[src/sv/wfdd_pkg.sv]
// Package for the waypoint follower: opcodes, sequencer states, constants.
// Used by all modules of the block; depends on nothing.
package wfdd_pkg;

  typedef enum logic [2:0] {
    OP_CLEAR   = 3'd0,
    OP_APPEND  = 3'd1,
    OP_START   = 3'd2,
    OP_STOP    = 3'd3,
    OP_PROCEED = 3'd4,
    OP_POSE    = 3'd5
  } opcode_t;

  typedef enum logic [1:0] {
    REG_MAX_SPEED = 2'd0,
    REG_REACH_TOL = 2'd1,
    REG_ROT_LIMIT = 2'd2
  } reg_index_t;

  typedef enum logic [3:0] {
    ST_IDLE,
    ST_READ,
    ST_DIST,
    ST_CHECK,
    ST_READ2,
    ST_LOAD,
    ST_PREP,
    ST_ROT,
    ST_ANGLE,
    ST_WRAP,
    ST_CLAMP,
    ST_TRANS,
    ST_OUT
  } state_t;

  localparam int ZW = 22;
  localparam logic signed [ZW-1:0] ANG_HALF_PI_Q16 = 22'sd102944;
  localparam logic signed [17:0] PI_Q12     = 18'sd12868;
  localparam logic signed [17:0] TWO_PI_Q12 = 18'sd25736;

  // arctangent of 2^-i in Q.16
  function automatic logic [15:0] atan_q16(input logic [4:0] i);
    case (i)
      5'd0:  atan_q16 = 16'd51472;
      5'd1:  atan_q16 = 16'd30386;
      5'd2:  atan_q16 = 16'd16055;
      5'd3:  atan_q16 = 16'd8150;
      5'd4:  atan_q16 = 16'd4091;
      5'd5:  atan_q16 = 16'd2047;
      5'd6:  atan_q16 = 16'd1024;
      5'd7:  atan_q16 = 16'd512;
      5'd8:  atan_q16 = 16'd256;
      5'd9:  atan_q16 = 16'd128;
      5'd10: atan_q16 = 16'd64;
      5'd11: atan_q16 = 16'd32;
      5'd12: atan_q16 = 16'd16;
      5'd13: atan_q16 = 16'd8;
      5'd14: atan_q16 = 16'd4;
      5'd15: atan_q16 = 16'd2;
      5'd16: atan_q16 = 16'd1;
      default: atan_q16 = 16'd0;
    endcase
  endfunction

endpackage

[src/sv/wfdd_cordic.sv]
// Iterative CORDIC vectoring unit: one micro-rotation per cycle.
// Depends on wfdd_pkg for the arctangent table and angle constants.
module wfdd_cordic #(
  parameter int STEPS = 16
) (
  input  logic                          clk,
  input  logic                          rst,
  input  logic                          start,
  input  logic signed [16:0]            dx,
  input  logic signed [16:0]            dy,
  output logic                          done,
  output logic signed [17:0]            angle
);

  localparam int XW = 33;
  localparam int CW = $clog2(STEPS + 1);

  logic signed [XW-1:0] x, y;
  logic signed [wfdd_pkg::ZW-1:0] z;
  logic [CW-1:0] step;
  logic busy;
  logic zero_vec;

  logic signed [XW-1:0] xs, ys, x_in, y_in;
  logic signed [wfdd_pkg::ZW-1:0] at, zr;

  assign x_in = XW'(dx) <<< 12;
  assign y_in = XW'(dy) <<< 12;
  assign xs = x >>> step;
  assign ys = y >>> step;
  assign at = wfdd_pkg::ZW'(wfdd_pkg::atan_q16(5'(step)));
  assign zr = (z + wfdd_pkg::ZW'(8)) >>> 4;
  assign angle = zero_vec ? 18'sd0 : 18'(zr);

  // pre-rotate into the right half plane, then iterate
  always_ff @(posedge clk) begin
    if (rst) begin
      busy <= 1'b0;
      done <= 1'b0;
    end else begin
      done <= 1'b0;
      if (start) begin
        busy     <= 1'b1;
        step     <= '0;
        zero_vec <= (dx == 0) && (dy == 0);
        if (dx < 0) begin
          if (dy >= 0) begin
            x <= y_in; y <= -x_in; z <= wfdd_pkg::ANG_HALF_PI_Q16;
          end else begin
            x <= -y_in; y <= x_in; z <= -wfdd_pkg::ANG_HALF_PI_Q16;
          end
        end else begin
          x <= x_in; y <= y_in; z <= '0;
        end
      end else if (busy) begin
        if (step == CW'(STEPS)) begin
          busy <= 1'b0;
          done <= 1'b1;
        end else begin
          if (y >= 0) begin
            x <= x + ys; y <= y - xs; z <= z + at;
          end else begin
            x <= x - ys; y <= y + xs; z <= z - at;
          end
          step <= step + 1'b1;
        end
      end
    end
  end

endmodule
[config.mk]
export PLATFORM = sky130hd
export DESIGN_NAME = wfdd_cordic
export DESIGN_NICKNAME = d
export VERILOG_FILES = /design/src/sv/wfdd_pkg.sv /design/src/sv/wfdd_cordic.sv
export SDC_FILE = /design/constraint.sdc
export NUM_CORES = 1
export LEC_CHECK = 0
export BUFFER_PORTS_ARGS = -buffer_cell sky130_fd_sc_hd__buf_4
export CAP_MARGIN = 15
export CELL_PAD_IN_SITES_DETAIL_PLACEMENT = 1
export CELL_PAD_IN_SITES_GLOBAL_PLACEMENT = 2
export CORE_ASPECT_RATIO = 0.9
export CORE_MARGIN = 10
export CORE_UTILIZATION = 45
export CTS_BUF_LIST = sky130_fd_sc_hd__clkbuf_8
export CTS_CLUSTER_SIZE = 10
export DETAILED_ROUTE_END_ITERATION = 6
export PLACE_DENSITY = 0.92
export SLEW_MARGIN = 30
export SYNTH_ARGS = -nofsm -noshare
export SYNTH_HDL_FRONTEND = slang
export SYNTH_SLANG_ARGS = --single-unit
export TNS_END_PERCENT = 30
[constraint.sdc]
create_clock -name clk -period 10.1 [get_ports clk]
set_input_delay 1.515 -clock clk [delete_from_list [all_inputs] [get_ports clk]]
set_output_delay 1.515 -clock clk [all_outputs]
set_load 0.03 [all_outputs]
Word level (Yosys, flattened, before mapping)

Memories as Yosys holds them, arrays and structs flattened. A register that Yosys moved wholly into a read port is not among the register bits.
Cells that the tools add are included.

Flip-flop bits (word level): 96
Memories: 1
Word-level logic and storage cells: 61
Bits of input ports: 37
ROM bits: 512

Memory list:

| memory          | words | bits a word | rd ports | clocked after Yosys merged registers in | write ports | RTL line       | RTL |
|---|---|---|---|---|---|---|---|
| (no name shown) | 32    | 16          | 1        | 1                                       | 0           | wfdd_pkg.sv:43 | `case (i)` |

Bitwise gates (word level): 2
Magnitude comparators: 3
Mux-type cells: 27
Shift-type cells: 2
Equal/unequal tests: 2
Add/subtract/negate cells: 10
Reduce and logical (&&, ||, !) cells: 7

Operators with widths:

| kind                                                                          | number |
|---|---|
| 33-bit 2-to-1 mux                                                             | 12 |
| 22-bit 2-to-1 mux                                                             | 6 |
| 33-bit adder                                                                  | 2 |
| 29-bit negator with 33-bit output                                             | 2 |
| 33-bit by 5-bit >>> shifter with 33-bit output                                | 2 |
| 33-bit subtractor                                                             | 2 |
| 32-bit zero test                                                              | 2 |
| 33-bit by 1-bit >= comparator with 1-bit output, second input constant        | 1 |
| 22-bit by 17-bit adder with 22-bit output                                     | 1 |
| 22-bit by 5-bit adder with 22-bit output, second input constant               | 1 |
| 22-bit by 17-bit subtractor with 22-bit output                                | 1 |
| 5-bit 2-to-1 mux                                                              | 4 |
| 18-bit 2-to-1 mux                                                             | 1 |
| 17-bit by 1-bit >= comparator with 1-bit output, second input constant        | 1 |
| 17-bit by 1-bit less-than comparator with 1-bit output, second input constant | 1 |
| 5-bit by 1-bit adder with 5-bit output, second input constant                 | 1 |
| 5-bit equality test, second input constant                                    | 1 |
| 1-bit 2-to-1 mux                                                              | 4 |
| 3-bit AND reduction                                                           | 1 |
| 3-bit OR reduction                                                            | 1 |
| 2-bit inequality test, second input constant                                  | 1 |
| 1-bit NOT                                                                     | 2 |
| 2-bit AND reduction                                                           | 1 |
| 2-bit nonzero test                                                            | 1 |
| 1-bit logical AND                                                             | 1 |

Depth between registers and ports, before layout

Gate-level depths: netlist of run 1.

Word-level depth: 6
Gate-level depth with buffers: 26
Gate-level depth less buffers: 21

Worst setup path before layout of run 1

OpenSTA, ideal clock, no wires.

Path type: input to register
Start: input port start
End: register, netlist name at[1]
Setup time: 0.071 ns
Slack: 3.723 ns
Stages: 9
Arrival time: 6.307 ns
Required time: 10.029 ns
Path buffers: 2
Path through: clkbuf_1 inv_1 nor2_1 or2_2 clkbuf_1 a21oi_1 nor2_1 o21ai_0 a21oi_1

Longest elaborated chain between the ends: 3
Elaborated cells on any way between the ends: 5
Those cells by class: 1 x eq/ne; 2 x mux; 2 x reduce/logical

RTL lines:

| item                                                                                | RTL line         | RTL |
|---|---|---|
| start, declared                                                                     | wfdd_cordic.sv:8 | `input logic start,` |
| 2-bit inequality test (no source line) / 2-bit nonzero test (equally long branches) | -                |  |
| 3-bit AND reduction (no source line)                                                | -                |  |
| 5-bit 2-to-1 mux (no source line) (*)                                               | -                |  |

Mark *: on every way between the ends. The rest lies on a longest branch, timed or not.
A chain may end at the register's enable or synchronous reset.

Worst setup path in the final report of run 1

Start: register step[1]
End: register x[32] (data pin)

Longest elaborated chain between the ends: 6
Elaborated cells on any way between the ends: 7
Those cells by class: 2 x add/sub; 1 x shift; 4 x mux

RTL lines:

| item                                                     | RTL line                             | RTL |
|---|---|---|
| start, declared                                          | wfdd_cordic.sv:20                    | `logic [CW-1:0] step;` |
| start signal, assigned                                   | wfdd_cordic.sv:65                    | `step <= step + 1'b1;` |
| 33-bit by 5-bit >>> shifter with 33-bit output (*)       | wfdd_cordic.sv:30                    | `assign ys = y >>> step;` |
| 33-bit subtractor / 33-bit adder (equally long branches) | wfdd_cordic.sv:63, wfdd_cordic.sv:61 |  |
| 33-bit 2-to-1 mux (*)                                    | wfdd_cordic.sv:60                    | `if (y >= 0) begin` |
| 33-bit 2-to-1 mux (*)                                    | wfdd_cordic.sv:56                    | `if (step == CW'(STEPS)) begin` |
| 33-bit 2-to-1 mux (*)                                    | wfdd_cordic.sv:55                    | `end else if (busy) begin` |
| 33-bit 2-to-1 mux (*)                                    | wfdd_cordic.sv:42                    | `if (start) begin` |
| end signal, assigned                                     | wfdd_cordic.sv:48                    | `x <= y_in; y <= -x_in; z <= wfdd_pkg::ANG_HALF_PI_Q16;` |
| end signal, assigned                                     | wfdd_cordic.sv:61                    | `x <= x + ys; y <= y - xs; z <= z + at;` |
| end signal, assigned                                     | wfdd_cordic.sv:63                    | `x <= x - ys; y <= y + xs; z <= z - at;` |
| end, declared                                            | wfdd_cordic.sv:18                    | `logic signed [XW-1:0] x, y;` |

Mark *: on every way between the ends. The rest lies on a longest branch, timed or not. The select of a mux whose other input is x is not followed.

==> metrics, run 1 <==
clock skew 0.0292 ns; Detailed Route Iter0 Violations 1653; GR Util met1 38.6%; initial core utilization 45.3%; Std-Cell Rows 66; initial antenna violation count 0; area of the multi-input gates 12400 µm²; GR Util All Layers 26.7%; CP Class flop to flop; Post-synth EDFFs 94; Max Slew Vio Count 0; worst skew pair latency 0.50 ns; Slew headroom 35.6%; maximum vdd ir drop 0.000148 V; vias in the first global route 15.5k; DR vias 15.7k; setup bufs post-CTS 0; CTS clk-pin slew, worst paths 0.15 ns; met2 Use GR 38.4%; Net count, final 1990; CTS Buf Count 9; WL final 59.9 mm; Hold Path Depth 2; Main synth FF type edfxtp_1; sequential share of the synthesized area 19.5%; DR WL/cell 25.7 µm; worst slack, placed 3.12 ns; fraction of registers with async set/reset 0%; layout cells sized above 1 12.7%; Final Setup Violations 0; Root Buffer clkbuf_8; # clock sinks 112; Ys Warns 0; commonest non-fill, non-tap cell in the layout nor2_1; Cells after Synth 1876; highest-count cells in the layout ignoring fill and taps nor2_1 (157), nand2_1 (143), o21ai_0 (138), a21oi_1 (118), ha_1 (101); Antenna Cells 0; maxcap violations 0; # DRC 0; Syn Std Cell Area 16300 µm²; H-tree Lvls 3; final hold violations 0; first-pass detailed-route iteration total 6; GRT busiest layer met1; critical path peak fanout 67; Die Ht 201 µm; register area 3180 µm²; setup TNS 0 ns; synthesized net count 2017; Max Freq 141 MHz; Startpoint Class flop; Die Span X 221 µm; routability cong. 0.983; largest net degree at the start of global routing 98; post-CTS resize count 0; Final period util 70.2%; Tmin final 7.09 ns; Top Ports 56; first-pass GRT wire length 93.1 mm; Via density 6.76; Congestion Overflow GR 0; WP data arrival 7.30 ns; P_leak 6.50 nW; hpwl dp 45.8 mm; met3 usage 6.01%; die area 44300 µm²; RSZ-0062 raised after global routing false; Worst Hold Class flop to flop; synthesis-to-finish area growth 4.99%; core area 36000 µm²; PwrDens 284 nW/µm²; post-synth cell types 97; worst-case clock buffer depth 2; Reg2Reg Depth 20; hold_buf cts 0; CTS tree done; fillers 4305; Port Buffers 55; run status finished clean; Seq cells post-synth 112; Finished Core Util 47.6%; CP required 10.31 ns; Crit. End Element flop; Final Worst Setup Slack 3.01 ns; Routed Antenna Nets 0; Synth Area per Inst 8.70 µm²; Worst-Margin Slew 0.966 ns
-- worst paths after layout --
path | startpoint | to | slack [ns]
worst max register to register | step[1] | x[32] | 3.01
worst min-delay path | busy | done | 0.52
worst min register to register | busy | done | 0.52
worst max-delay path | step[1] | x[32] | 3.01
-- Yosys cell counts (all sizes together), types with 33 or more instances --
cell type	n	area, µm²
buf	45	327
clkbuf	67	251
a21o	36	270
xor2	67	587
mux2i	79	816
mux4	83	1900
nand3	35	175
o21ai	142	711
nor3	36	180
edfxtp	94	2820
nor2	157	589
a21oi	119	599
a211oi	34	255
inv	52	195
o211ai	35	263
ha	101	1260
or3	33	206
nand2	143	537
xnor2	94	823
-- where the power goes --
part           total, mW  internal (mW)  switching (mW)
combinational       3.50           1.48            2.02
clock              0.331          0.105           0.226
sequential          1.04          0.727           0.309
-- worst max-delay path, stage by stage (launching register included) --
cell,delay (ns)
edfxtp_1,0.37
buf_4,0.69
inv_2,0.61
mux2_2,0.48
o2bb2ai_1,0.14
a31oi_1,0.47
nand4_1,0.33
or3_1,0.61
nand2b_1,0.27
a21oi_1,0.15
o22ai_1,0.10
ha_1,0.42
and4_1,0.35
nand3_1,0.11
nor3b_1,0.24
o41ai_1,0.16
a211oi_1,0.39
o21ai_0,0.23
a211oi_1,0.37
or3_1,0.17
a21oi_1,0.06
-- per-layer routing --
| metal | up-vias | wire length, µm |
|---|---|---|
| li1 | 7134 | - |
| met3 | 109 | 5780 |
| met4 | 0 | 1660 |
| met2 | 691 | 25500 |
| met5 | - | 0 |
| met1 | 7814 | 26900 |
-- metrics by stage --
stage               hold WS (ns)  total power, mW  instances  area (µm²)
floorplan                  0.438             3.51       1876       16300
global placement           0.495             4.33       2313       16900
detailed placement         0.509             4.45       2313       16900
CTS                        0.529             4.81       2329       17100
global route               0.540             5.26       2330       17100
finish                     0.519             4.87       2330       17100
-- logic make-up after synthesis --
group | Yosys count | synth area share [%]
DFF | 112 | 19.5
adders and majority gates | 104 | 8.11
xor gates and xnor gates | 161 | 8.64
AOI/OAI and AO/OA | 558 | 22.4
and+or+nand+nor | 587 | 18.2
muxes | 188 | 18.4
buffers and inverters | 166 | 4.78
-- layout make-up --
type | instances | area share [%]
well taps | 476 | 3.48
clock inverters | 7 | 0.533
multi-input cells | 1598 | 72.1
repair buffers | 74 | 3.37
inverters | 54 | 1.18
clock buffers | 9 | 0.723
flip-flops and latches | 112 | 18.6
-- registers in the layout (all words and copies together), names as in the netlist --
register,flops
at,16
busy,1
done,1
step,5
x,33
y,33
z,22
zero_vec,1
(Power assumes the default switching activity.)
==> run 2: changes to the inputs <==
- CORE_UTILIZATION: 45 -> 37
- PLACE_DENSITY: 0.92 -> 0.81
- clock period: 10.1 -> 6.5 ns (I/O delays scaled with it)
==> metrics, run 2 (synthesized netlist as in run 1, its figures left out) <==
run status finished clean; Max Slew Vio Count 0; CTS clk-pin slew, worst paths 0.17 ns; Via density 6.34; # clock sinks 112; Startpoint Class flop; Crit. End Element flop; final hold slack 0.496 ns; biggest regs x x33, y x33, z x22; Final period util 96.4%; DR vias 16.0k; initial core utilization 37.7%; Worst-Margin Slew 0.980 ns; PwrDens 437 nW/µm²; setup TNS 0 ns; WP data arrival 6.53 ns; Top Ports 56; die area 52900 µm²; CTS Buf Count 9; Slew headroom 34.6%; # DRC 0; first-pass detailed-route iteration total 5; initial antenna violation count 3; H-tree Lvls 3; hold_buf cts 0; Finished Core Util 41.5%; Placement Cell Area 17700 µm²; largest net degree at the start of global routing 65; Std-Cell Rows 72; Detailed Route Iter0 Violations 1501; Worst Hold Class flop to flop; fin cells 2524; hpwl dp 49.9 mm; fillers 5159; maximum vdd ir drop 0.000175 V; Die Span X 241 µm; CP Class flop to flop; core area 43300 µm²; Congestion Overflow GR 0; commonest non-fill, non-tap cell in the layout nor2_1; worst slack, placed 0.0592 ns; Net count, final 2067; synthesis-to-finish area growth 10.3%; Root Buffer clkbuf_8; DR WL/cell 25.5 µm; vias in the first global route 15.9k; routability cong. 0.957; P_leak 6.90 nW; Port Buffers 55; CP required 6.76 ns; Final Worst Setup Slack 0.233 ns; worst-case clock buffer depth 2; worst skew pair latency 0.51 ns; final hold violations 0; total power 7.86 mW; Die Ht 219 µm; CTS tree done; Tmin final 6.27 ns; critical path peak fanout 6; DP Cell Count 2503; GR Util All Layers 24.0%; layout cells sized above 1 16.8%; RSZ-0062 raised after global routing false; Design Area, Final 18000 µm²; maxcap violations 0; WL final 64.3 mm; Max Freq 160 MHz; clock skew 0.0441 ns; Final Setup Violations 0; Routed Antenna Nets 0; highest-count cells in the layout ignoring fill and taps nor2_1 (157), buf_4 (144), nand2_1 (143), o21ai_0 (135), a21oi_1 (118); first-pass GRT wire length 98.3 mm
run 2: cell count changes in the layout (fill, tap and decap cells not counted), sizes merged:
cell / change
inv: -1
clkbuf: +1
clkinv: +1
buf: +76
diode: +1
run 2: timing repair:
action,4_1_cts,5_1_grt
endpoints found under the setup margin,0,12
setup buffers,0,3
resized for setup,0,16
endpoints found under the hold margin,0,0
run 2: area by class of cell:
type	count	area [µm²]	share of cell area (%)
Inverter	54	203	1.13
Clock buffer	9	124	0.688
Sequential cell	112	3180	17.7
Clock inverter	7	93.8	0.521
Multi-Input combinational cell	1598	12400	69.0
Antenna cell	1	2.50	0.0139
Timing Repair Buffer	151	1230	6.81
Tap cell	592	741	4.12
run 2: critical path, stage by stage, from the launching register on:
cell and delay (ns):
edfxtp_1 0.63, mux4_2 0.59, mux2_2 0.36, mux2_2 0.30, mux2i_4 0.20, ha_2 0.28
nand4_1 0.14, nor4_2 0.19, nand4_1 0.21, or2_2 0.35, o21ai_0 0.23, xor2_1 0.29
ha_1 0.33, nand2_1 0.18, o221ai_1 0.20, or3b_2 0.49, o21ai_1 0.16, buf_4 0.15
o21ai_1 0.15, a21oi_1 0.22, nor4_1 0.07, a311o_1 0.31
run 2: path summary, 6_finish.rpt:
path | start | endpoint | slack [ns] | depth (start not counted)
worst max-delay path | x[23] | y[31] | 0.23 | 21
worst min-delay path | busy | done | 0.50 | 2
worst max register to register | x[23] | y[31] | 0.23 | 21
worst min register to register | busy | done | 0.50 | 2
run 2: layer usage:
layer  share of wire [%]  vias up  wire [µm]  GRT usage, %
li1                    -     7300          -             -
met1                  47     7963      30100          35.0
met2                  42      641      27300          35.2
met3                 8.1       87       5230          4.76
met4                 2.6        2       1640          6.58
met5               0.016        -         10             0
run 2: power breakdown:
part           total [mW]  internal (mW)  switching, mW
Clock               0.529          0.163          0.366
Combinational        5.79           2.49           3.30
Sequential           1.54           1.13          0.411
==> run 3: changes to the inputs <==
- PLACE_DENSITY: 0.81 -> 0.9
==> metrics, run 3 (synthesized netlist as in run 1, its figures left out) <==
PwrDens 442 nW/µm²; Net count, final 2118; Slew headroom 37.4%; Int Pwr 3.95 mW; Std-Cell Rows 72; DR WL/cell 25.5 µm; GR Util All Layers 24.8%; Comb pwr share 74.6%; vias in the first global route 16.5k; final hold slack 0.483 ns; # DRC 0; final hold violations 0; Worst-Margin Slew 0.939 ns; Startpoint Class flop; Crit. End Element flop; initial antenna violation count 3; run status finished clean; Top Ports 56; worst-case clock buffer depth 2; core area 43300 µm²; worst skew pair latency 0.48 ns; Routed Antenna Nets 0; Final period util 96.1%; largest net degree at the start of global routing 67; Clk pwr share 6.1%; routability cong. 0.991; Detailed Route Iter0 Violations 1683; WP data arrival 6.46 ns; WL final 65.8 mm; switching power 4.17 mW; Max Slew Vio Count 0; first-pass GRT wire length 101 mm; Final Worst Setup Slack 0.256 ns; critical path peak fanout 15; setup TNS 0 ns; DR vias 16.4k; Max Freq 160 MHz; first-pass detailed-route iteration total 5; fillers 5154; CTS clk-pin slew, worst paths 0.14 ns; CTS tree done; Die Ht 219 µm; commonest non-fill, non-tap cell in the layout buf_4; H-tree Lvls 3; synthesis-to-finish area growth 12.5%; Reg2Reg Setup Slack 0.26 ns; biggest regs x x33, y x33, z x22; maxcap violations 0; hold_buf cts 0; Via density 6.39; CP required 6.71 ns; sequential share of power 19.2%; Sw Share 51.4%; # clock sinks 112; CTS Buf Count 9; Congestion Overflow GR 0; Port Buffers 55; total power 8.11 mW; maximum vdd ir drop 0.000129 V; Tmin final 6.24 ns; Root Buffer clkbuf_8; initial core utilization 37.7%; layout cells sized above 1 18.7%; Die Span X 241 µm; highest-count cells in the layout ignoring fill and taps buf_4 (193), nor2_1 (157), nand2_1 (143), o21ai_0 (134), a21oi_1 (117); die area 52900 µm²; hpwl dp 52.4 mm; CP Class flop to flop; Final Setup Violations 0; worst slack, placed 0.0758 ns; Worst Hold Class flop to flop; P_leak 7.13 nW; clock skew 0.0247 ns; RSZ-0062 raised after global routing false
## run 3: final cells by class
cell class,count,area [µm²],area share [%]
Multi-Input combinational cell,1598,12400,67.5
Sequential cell,112,3180,17.3
Tap cell,592,741,4.03
Clock buffer,9,124,0.675
Antenna cell,1,2.50,0.0136
Timing Repair Buffer,202,1630,8.87
Inverter,54,203,1.10
Clock inverter,7,78.8,0.429
## run 3: power groups by stage
stage,logic [mW],clock network (mW),registers (mW)
5_1_grt,6.62,0.534,1.56
3_3_place_gp,5.67,0,1.54
6_report,6.06,0.497,1.56
4_1_cts,5.92,0.508,1.53
2_1_floorplan,4.14,0,1.33
3_5_place_dp,5.88,0,1.55
## run 3: worst max-delay path, cell delays in order (launching register included)
cell and delay, ns:
edfxtp_1 0.41, buf_12 0.18, buf_4 0.20, mux4_2 0.60, mux2_2 0.38, o2bb2ai_1 0.18
a31oi_1 0.30, nand4_1 0.27, or3_4 0.51, nand2b_1 0.25, o21ai_0 0.24, xnor2_1 0.22
ha_1 0.36, and3_1 0.21, nor3b_1 0.20, buf_4 0.17, o41ai_1 0.08, buf_4 0.18
a211oi_2 0.30, o21ai_1 0.18, a211oi_1 0.31, or3_1 0.16, a21oi_1 0.06
## run 3: stage by stage
step	instances	utilization [%]	cell area, µm²
after floorplan	1876	-	16300
after global placement	2556	41.8	18100
after detailed placement	2556	41.8	18100
after CTS	2572	42.2	18300
after global routing	2575	42.4	18400
final	2575	42.4	18400
## run 3: repair_timing
| action | 4_1_cts | 5_1_grt |
|---|---|---|
| setup endpoints to repair | 0 | 13 |
| resized for setup | 0 | 12 |
| setup buffers | 0 | 2 |
## run 3: path summary, 6_finish.rpt
path	startpoint	depth (start not counted)	end
worst max-delay path	step[0]	22	x[32]
worst min-delay path	busy	2	done
worst max register to register	step[0]	22	x[32]
worst min register to register	busy	2	done
## run 3: routing by layer
layer	vias to the layer above	global-route usage, %	wire length, µm
met5	-	0	12
met4	2	9.21	2300
met3	113	6.28	5850
met2	748	36.6	28200
met1	8184	34.2	29500
li1	7401	-	-
